===== config.mk =====
export PLATFORM = sky130hd
export DESIGN_NAME = counting_multiset_table
export DESIGN_NICKNAME = d
export VERILOG_FILES = /design/src/design/cmt_pkg.sv /design/src/design/cmt_ctrl.sv /design/src/design/cmt_dp.sv /design/src/design/counting_multiset_table.sv
export VERILOG_INCLUDE_DIRS = /design/src /design/src/design
export SDC_FILE = /design/constraint.sdc
export NUM_CORES = 2
export LEC_CHECK = 0
export BUFFER_PORTS_ARGS = -buffer_cell sky130_fd_sc_hd__buf_2
export CORE_UTILIZATION = 48
export CTS_CLUSTER_DIAMETER = 40
export DETAILED_ROUTE_END_ITERATION = 8
export PLACE_DENSITY = 0.66
export SLEW_MARGIN = 20
export SYNTH_ARGS = -nofsm -noshare
export SYNTH_HDL_FRONTEND = slang
export SYNTH_SLANG_ARGS = --single-unit

===== constraint.sdc =====
create_clock -name clk -period 12.9 [get_ports clk]
set_clock_uncertainty 0.2 [all_clocks]
set_input_delay 0.645 -clock clk [delete_from_list [all_inputs] [get_ports clk]]
set_output_delay 0.645 -clock clk [all_outputs]
set_load 0.005 [all_outputs]

===== src/design/counting_multiset_table_defines.svh =====
// Assertion macros shared by the counting multiset table modules.
`ifndef COUNTING_MULTISET_TABLE_DEFINES_SVH
`define COUNTING_MULTISET_TABLE_DEFINES_SVH

`ifndef SYNTHESIS

// Same-cycle implication, disabled while reset is asserted.
`define CMT_ASSERT_IMPLY(label, clk, rst_n, ante, cons) \
    label: assert property (@(posedge clk) disable iff (!rst_n) (ante) |-> (cons)) \
        else $error("counting multiset table check failed");

// Next-cycle implication, disabled while reset is asserted.
`define CMT_ASSERT_NEXT(label, clk, rst_n, ante, cons) \
    label: assert property (@(posedge clk) disable iff (!rst_n) (ante) |=> (cons)) \
        else $error("counting multiset table check failed");

`else

`define CMT_ASSERT_IMPLY(label, clk, rst_n, ante, cons)
`define CMT_ASSERT_NEXT(label, clk, rst_n, ante, cons)

`endif

`endif


===== src/design/cmt_pkg.sv =====
// Shared constants, codes and control/status types for the counting multiset table.
package cmt_pkg;

    // Default number of table entries
    localparam int ENTRIES_DEF = 64;

    localparam int KEY_W   = 32;
    localparam int COUNT_W = 32;

    // Request opcodes (the unused code behaves as a query)
    localparam logic [1:0] OP_INSERT = 2'd0;
    localparam logic [1:0] OP_QUERY  = 2'd1;
    localparam logic [1:0] OP_REMOVE = 2'd2;

    // Result status codes
    localparam logic [1:0] ST_OK     = 2'd0;
    localparam logic [1:0] ST_ABSENT = 2'd1;
    localparam logic [1:0] ST_FULL   = 2'd2;

    // Commands from controller to datapath
    typedef struct packed {
        logic load;     // capture request word, restart scan
        logic scan;     // step the key search
        logic update;   // apply result, write table, load output word
    } cmt_cmd_t;

    // Status from datapath to controller
    typedef struct packed {
        logic scan_done;
    } cmt_stat_t;

endpackage


===== src/design/cmt_ctrl.sv =====
// Controller state machine: sequences load, scan and update of one request word.
module cmt_ctrl
    import cmt_pkg::*;
(
    input  logic      clk,
    input  logic      rst_n,
    input  logic      in_valid,
    output logic      in_stall,
    output logic      out_valid,
    input  logic      out_stall,
    output cmt_cmd_t  cmd,
    input  cmt_stat_t stat
);

`include "counting_multiset_table_defines.svh"

    typedef enum logic [1:0] {
        IDLE,
        SCAN,
        UPDATE
    } state_t;

    state_t state_reg;
    state_t state_next;
    logic   out_valid_reg;
    logic   out_valid_next;

    // Next state and commands
    always_comb
    begin
        cmd            = '0;
        state_next     = state_reg;
        out_valid_next = out_valid_reg;
        if (out_valid_reg && !out_stall)
        begin
            out_valid_next = 1'b0;
        end
        unique case (state_reg)
            IDLE:
            begin
                if (in_valid)
                begin
                    cmd.load   = 1'b1;
                    state_next = SCAN;
                end
            end
            SCAN:
            begin
                cmd.scan = 1'b1;
                if (stat.scan_done)
                begin
                    state_next = UPDATE;
                end
            end
            UPDATE:
            begin
                // output slot must be empty or draining this cycle
                if (!out_valid_reg || !out_stall)
                begin
                    cmd.update     = 1'b1;
                    out_valid_next = 1'b1;
                    state_next     = IDLE;
                end
            end
            default:
            begin
                state_next = IDLE;
            end
        endcase
    end

    // State and registered outputs
    always_ff @(posedge clk or negedge rst_n)
    begin
        if (!rst_n)
        begin
            state_reg     <= IDLE;
            out_valid_reg <= 1'b0;
        end
        else
        begin
            state_reg     <= state_next;
            out_valid_reg <= out_valid_next;
        end
    end

    assign in_stall  = (state_reg != IDLE);
    assign out_valid = out_valid_reg;

    `CMT_ASSERT_IMPLY(a_upd_slot_free, clk, rst_n, cmd.update, !out_valid_reg || !out_stall)
    `CMT_ASSERT_NEXT(a_upd_shows_word, clk, rst_n, cmd.update, out_valid_reg)
    `CMT_ASSERT_NEXT(a_load_stalls, clk, rst_n, cmd.load, in_stall)

endmodule


===== src/design/cmt_dp.sv =====
// Datapath: key/count memories, pipelined key scan, entry update and output word.
module cmt_dp
    import cmt_pkg::*;
#(
    parameter int ENTRIES = ENTRIES_DEF
)
(
    input  logic                      clk,
    input  logic                      rst_n,
    input  cmt_cmd_t                  cmd,
    output cmt_stat_t                 stat,
    input  logic [1:0]                opcode,
    input  logic signed [KEY_W-1:0]   key,
    output logic [COUNT_W-1:0]        count,
    output logic [1:0]                status
);

`include "counting_multiset_table_defines.svh"

    localparam int IW = (ENTRIES > 1) ? $clog2(ENTRIES) : 1;
    localparam int CW = $clog2(ENTRIES + 1);

    // Table storage
    logic [KEY_W-1:0]   key_mem [ENTRIES];
    logic [COUNT_W-1:0] cnt_mem [ENTRIES];

    // Request word
    logic [1:0]         op_reg;
    logic [KEY_W-1:0]   key_reg;

    // Scan pipeline
    logic [CW-1:0]      scan_idx_reg;
    logic [CW-1:0]      scan_idx_next;
    logic [IW-1:0]      scan_addr;
    logic               rd_valid_reg;
    logic               rd_valid_next;
    logic [IW-1:0]      rd_idx_reg;
    logic [KEY_W-1:0]   rd_key_reg;
    logic [COUNT_W-1:0] rd_cnt_reg;
    logic               issue;
    logic               match;

    // Search result
    logic               hit_reg;
    logic               hit_next;
    logic [IW-1:0]      hit_idx_reg;
    logic [COUNT_W-1:0] hit_cnt_reg;

    // Fill level and update
    logic [CW-1:0]      used_reg;
    logic [CW-1:0]      used_next;
    logic               wr_key_en;
    logic               wr_cnt_en;
    logic [IW-1:0]      wr_addr;
    logic [COUNT_W-1:0] wr_cnt;
    logic [COUNT_W-1:0] res_count;
    logic [1:0]         res_status;

    // Output word
    logic [COUNT_W-1:0] count_reg;
    logic [1:0]         status_reg;

    // Scan control: one entry read per cycle, compared in the next cycle
    assign scan_addr = scan_idx_reg[IW-1:0];
    assign match     = rd_valid_reg && !hit_reg && (rd_key_reg == key_reg);
    assign issue     = cmd.scan && !hit_reg && !match && (scan_idx_reg < used_reg);
    assign stat.scan_done = !rd_valid_reg && (hit_reg || (scan_idx_reg >= used_reg));

    always_comb
    begin
        scan_idx_next = scan_idx_reg;
        rd_valid_next = issue;
        hit_next      = hit_reg || match;
        if (cmd.load)
        begin
            scan_idx_next = '0;
            rd_valid_next = 1'b0;
            hit_next      = 1'b0;
        end
        else if (issue)
        begin
            scan_idx_next = scan_idx_reg + CW'(1);
        end
    end

    // Result and table write for the current request
    always_comb
    begin
        wr_key_en  = 1'b0;
        wr_cnt_en  = 1'b0;
        wr_addr    = hit_idx_reg;
        wr_cnt     = hit_cnt_reg;
        used_next  = used_reg;
        res_count  = '0;
        res_status = ST_OK;
        unique case (op_reg)
            OP_INSERT:
            begin
                if (hit_reg)
                begin
                    if (hit_cnt_reg != '1)
                    begin
                        wr_cnt = hit_cnt_reg + COUNT_W'(1);
                    end
                    wr_cnt_en = 1'b1;
                    res_count = wr_cnt;
                end
                else if (used_reg < CW'(ENTRIES))
                begin
                    wr_addr   = used_reg[IW-1:0];
                    wr_cnt    = COUNT_W'(1);
                    wr_key_en = 1'b1;
                    wr_cnt_en = 1'b1;
                    used_next = used_reg + CW'(1);
                    res_count = COUNT_W'(1);
                end
                else
                begin
                    res_status = ST_FULL;
                end
            end
            OP_REMOVE:
            begin
                if (hit_reg && (hit_cnt_reg != '0))
                begin
                    wr_cnt    = hit_cnt_reg - COUNT_W'(1);
                    wr_cnt_en = 1'b1;
                    res_count = wr_cnt;
                end
                else
                begin
                    res_status = ST_ABSENT;
                end
            end
            default:
            begin
                // query, and the unused code
                if (hit_reg)
                begin
                    res_count = hit_cnt_reg;
                end
            end
        endcase
    end

    // Control registers
    always_ff @(posedge clk or negedge rst_n)
    begin
        if (!rst_n)
        begin
            scan_idx_reg <= '0;
            rd_valid_reg <= 1'b0;
            hit_reg      <= 1'b0;
            used_reg     <= '0;
        end
        else
        begin
            scan_idx_reg <= scan_idx_next;
            rd_valid_reg <= rd_valid_next;
            hit_reg      <= hit_next;
            if (cmd.update)
            begin
                used_reg <= used_next;
            end
        end
    end

    // Table memories, registered read
    always_ff @(posedge clk)
    begin
        if (cmd.update && wr_key_en)
        begin
            key_mem[wr_addr] <= key_reg;
        end
        if (cmd.update && wr_cnt_en)
        begin
            cnt_mem[wr_addr] <= wr_cnt;
        end
        rd_key_reg <= key_mem[scan_addr];
        rd_cnt_reg <= cnt_mem[scan_addr];
        rd_idx_reg <= scan_addr;
    end

    // Payload registers
    always_ff @(posedge clk)
    begin
        if (cmd.load)
        begin
            op_reg  <= opcode;
            key_reg <= $unsigned(key);
        end
        if (match)
        begin
            hit_idx_reg <= rd_idx_reg;
            hit_cnt_reg <= rd_cnt_reg;
        end
        if (cmd.update)
        begin
            count_reg  <= res_count;
            status_reg <= res_status;
        end
    end

    assign count  = count_reg;
    assign status = status_reg;

    `CMT_ASSERT_IMPLY(a_used_bound, clk, rst_n, 1'b1, used_reg <= CW'(ENTRIES))
    `CMT_ASSERT_NEXT(a_used_hold, clk, rst_n, !cmd.update, $stable(used_reg))
    `CMT_ASSERT_IMPLY(a_read_in_use, clk, rst_n, rd_valid_reg, CW'(rd_idx_reg) < used_reg)

endmodule


===== src/design/counting_multiset_table.sv =====
// Counting multiset table: keyed occurrence counters kept in a scanned entry table.
//
// Input channel (in_valid / in_stall): one word per request, opcode and key.
//   Opcode 0 inserts the key, 1 queries its count, 2 removes one occurrence;
//   code 3 acts as a query. A word is taken when in_valid is high and
//   in_stall is low; in_stall stays high while a request is in progress.
// Output channel (out_valid / out_stall): one word per request, count and
//   status (0 ok, 1 key absent or count already zero, 2 table full).
// The search reads the key memory through its single read port, one entry per
//   cycle, in order from the first entry, until the key is found or all entries
//   in use have been read; an absent key reads every entry in use.
// The next word can be taken in the cycle after the result word loads; a new
//   word is not taken before the previous request has loaded its result word.
// One request is in progress at a time; the next word is accepted while the
//   previous result still waits in the output register.
// If the receiver stalls, the output word holds; a finished request waits for
//   the output register to free before it writes the table.
// Reset empties the table at once (fill count cleared, no clearing pass).
module counting_multiset_table
    import cmt_pkg::*;
#(
    parameter int ENTRIES = ENTRIES_DEF
)
(
    input  logic                    clk,
    input  logic                    rst_n,
    input  logic                    in_valid,
    output logic                    in_stall,
    input  logic [1:0]              opcode,
    input  logic signed [KEY_W-1:0] key,
    output logic                    out_valid,
    input  logic                    out_stall,
    output logic [COUNT_W-1:0]      count,
    output logic [1:0]              status
);

    cmt_cmd_t  cmd;
    cmt_stat_t stat;

    // Sequencer
    cmt_ctrl u_ctrl (
        .clk       (clk),
        .rst_n     (rst_n),
        .in_valid  (in_valid),
        .in_stall  (in_stall),
        .out_valid (out_valid),
        .out_stall (out_stall),
        .cmd       (cmd),
        .stat      (stat)
    );

    // Table and search datapath
    cmt_dp #(
        .ENTRIES (ENTRIES)
    ) u_dp (
        .clk    (clk),
        .rst_n  (rst_n),
        .cmd    (cmd),
        .stat   (stat),
        .opcode (opcode),
        .key    (key),
        .count  (count),
        .status (status)
    );

endmodule


==> flow_summary.yaml <==
worst_setup_path:
  critical_path_buf_inv_count: 3
  cp_data_required_time_ns: 13.53
  reg2reg_depth: 7
  r2r-end: "u_dp.rd_key_reg[11]$_DFF_P_"
  cp.arrival_ns: 5.92
  critPathLaunch: "u_dp.scan_idx_reg[1]$_DFFE_PN0P_"
  cp_max_fo: 162
  crit_chain: "buf_12 -> buf_12 -> buf_4 -> mux4_2 -> mux4_2 -> a22oi_1 -> nand2_1"
  slowest_delay_ns: 0.96
  crit_path_top_delay_cell: "dfrtp_4"
  critPathLaunchType: "flop"
  critPathKind: "flop to flop"
  endpoint: "u_dp.rd_key_reg[11]$_DFF_P_"
  cp.depth: 7
  cp_top_family: "buffers and inverters"
  end_kind: "flop"
  rr_startpoint: "u_dp.scan_idx_reg[1]$_DFFE_PN0P_"
  rrSetupSlack_ns: 7.61
timing:
  drv_slew: 0
  worst_pin_slew_ns: 1.12
  period_share_pct: 41.0
  finalSetupViolations: 0
  relSlewSlack_pct: 25.0
  finalHoldViolations: 0
  period_needed_ns: 5.29
  fmax_mhz: 189
  final.setup.tns_ns: 0
  rsz0062_at_grt: "no"
grt:
  grt_max_degree: 163
  gr-usage-all-layers_pct: 24.4
  gr-max-usage-layer: "met2"
  grt_pass1_vias: 80500
  gr-total-overflow: 0
  met3_usage_pct: 3.81
  grtUsageMet1_pct: 32.8
  met2_usage_pct: 40.1
  grt_pass1_wl_um: 598000
  antenna_found_initial: 16
cts:
  cts_made_buffers: 473
  clk_pin_slew_ns: 0.06
  clk_latency_ns: 1.00
  cts_tree: "built"
  cts_max_path_buffers: 4
  cts.sinks: 4291
  htreeDepth: 5
  cts_root_buf: "clkbuf_16"
die:
  core_area_sq_um: 340000
  die_h_um: 587
  fp.dieW_um: 587
  start_util_pct: 48.3
  pin_count: 74
  rows: 214
  dieArea_sq_um: 345000
cells_and_area:
  nets: 7570
  drive_gt1_share_pct: 31.9
  area_growth_syn_to_layout_pct: 15.2
  layout_common_cells: "edfxtp_1, mux4_2, clkbuf_16"
  final_common_cell: "edfxtp_1"
  utilization_pct: 55.6
  largestRegisters: "u_dp.cnt_mem (2048), u_dp.key_mem (2048)"
synth:
  ys_types: 75
  yosysSeqAreaShare_pct: 77.9
  async_flop_share_pct: 0.443
  synth-seq-cells: 4291
  syn_nets: 7117
  yosysWarnings: 0
  syn_avg_cell_area_sq_um: 23.3
  postSynthCellCount: 7067
  synth_edf_count: 4202
  ys.flop_type: "edfxtp_1"
  synth.cell_area_sq_um: 164000
power:
  seq_power_share_pct: 43.4
  switching_power_uw: 9630
  p_sw_share_pct: 26.0
  clkPwrFrac_pct: 38.3
  internal_power_uw: 27400
  combPwrFrac_pct: 18.3
  p_leak_uw: 0.0578
  p_per_area_nw_per_um2: 196
  ir_worst_vdd_v: 0.000204
min_path:
  holdCritPathClass: "input port to asynchronous set/reset pin"
detailed_routing:
  drt-wirelength-per-cell_um: 34.0
  viasPerCell: 6.32
  first_iter_violations: 9680
  routed_wl_um: 424000
  post-route-drc-count: 0
  antenna_left: 0
  dr.pass1.iters: 5
  vias: 78900
run_status:
  status: "completed"
placed_design:
  place.gp.congestion: 0.909
  place_hpwl_um: 222000
  portBuffers: 73
flow_run:
  maxCapViolCount: 0
-- cell usage after synthesis, types with 8 or more instances --
cell type	number	area share (%)
a221o_1	14	0.085
nand4_1	19	0.072
a21o_1	8	0.037
buf_2	75	0.23
clkbuf_1	218	0.50
a31oi_1	24	0.091
dfrtp_1	19	0.29
xor2_1	27	0.14
xnor2_1	13	0.069
o31ai_1	11	0.050
a22oi_1	102	0.47
and3_1	10	0.038
o21ai_0	33	0.10
nor4_1	25	0.095
a211oi_1	73	0.33
or3_1	8	0.030
edfxtp_1	4202	77
mux4_2	1217	17
mux2i_1	72	0.44
inv_1	20	0.046
a41oi_1	11	0.059
ha_1	12	0.091
nor3_1	22	0.067
nor2_1	179	0.41
nor2b_1	80	0.30
a22o_1	15	0.080
a21oi_1	92	0.28
buf_1	98	0.22
nand2_1	132	0.30
a221oi_1	10	0.053
nand2b_1	19	0.072
dfxtp_1	70	0.85
nand3_1	43	0.13
-- cell type report --
cell class	instances	area, sq um
flip-flops and latches	4291	128000
fillers	24500	151000
diodes	6	15.0
repair buffers	375	2840
multi-input cells	2359	36000
well taps	4536	5680
clock inverters	339	4320
clock buffers	554	12400
inverters	20	75.1
-- kinds of logic (layout without fill, tap and decap cells) --
| family | count (synthesis) | count (layout) | share of synthesized area, % |
|---|---|---|---|
| flip-flops | 4291 | 4291 | 77.9 |
| other | 0 | 6 | 0 |
| XOR/XNOR | 40 | 40 | 0.213 |
| AO/OA/AOI/OAI | 434 | 434 | 1.87 |
| adder cells (fa/ha/maj) | 12 | 12 | 0.0914 |
| buffers and inverters | 417 | 1288 | 1.03 |
| AND/OR/NAND/NOR | 582 | 582 | 1.75 |
| multiplexers | 1291 | 1291 | 17.1 |
-- what timing repair did --
action / in CTS / in global routing
hold endpoints to repair: 54 / 0
hold buffers: 36 / 0
buffers inserted: 0 / 0
gates resized for setup: 0 / 0
-- stage by stage --
stage          cells  hold WS [ns]  total power (uW)  area [sq um]  setup WS, ns
2_1_floorplan   7067         0.149             21000        164000          5.95
3_3_place_gp   11500         0.186             23100        172000          7.39
3_5_place_dp   11500         0.189             23200        172000          7.42
4_1_cts        12500        0.0688             37300        189000          7.40
5_1_grt        12500         0.118             38100        189000          7.39
6_report       12500        0.0981             37000        189000          7.61
-- worst min path at each step --
stage	startpoint	endpoint	slack, ns	cells after the start
floorplan	rst_n	u_ctrl.out_valid$_DFF_PN0_	0.15	0
global placement	u_dp.rd_idx_reg[2]$_DFF_P_	u_dp.hit_idx_reg[2]$_DFFE_PP_	0.19	0
detailed placement	u_dp.rd_idx_reg[1]$_DFF_P_	u_dp.hit_idx_reg[1]$_DFFE_PP_	0.19	0
CTS	rst_n	u_dp.used_reg[6]$_DFFE_PN0P_	0.07	2
global route	rst_n	u_dp.scan_idx_reg[6]$_DFFE_PN0P_	0.12	2
finish	rst_n	u_dp.used_reg[3]$_DFFE_PN0P_	0.1	2
-- routing by layer --
| metal | wire [um] | vias up | share of wire, % |
|---|---|---|---|
| met3 | 36600 | 751 | 8.6 |
| met1 | 159000 | 42600 | 38 |
| met4 | 19700 | 10 | 4.6 |
| met5 | 75 | - | 0.018 |
| li1 | - | 31400 | - |
| met2 | 208000 | 4108 | 49 |
-- power groups by stage --
stage / Sequential [uW] / Clock, uW / Combinational (uW)
2_1_floorplan: 16400 / 0 / 4620
3_3_place_gp: 16400 / 0 / 6720
3_5_place_dp: 16400 / 0 / 6810
4_1_cts: 16100 / 14300 / 6850
5_1_grt: 16100 / 14900 / 7140
6_report: 16100 / 14200 / 6780
-- worst register-to-register path, delay by kind of cell (launching register included) --
| family | cells | cell delay (ns) |
|---|---|---|
| DFF | 1 | 0.96 |
| muxes | 2 | 0.94 |
| AOI/OAI and AO/OA | 1 | 0.50 |
| buffers and inverters | 3 | 2.45 |
| and+or+nand+nor | 1 | 0.11 |
(Power assumes the default switching activity.)
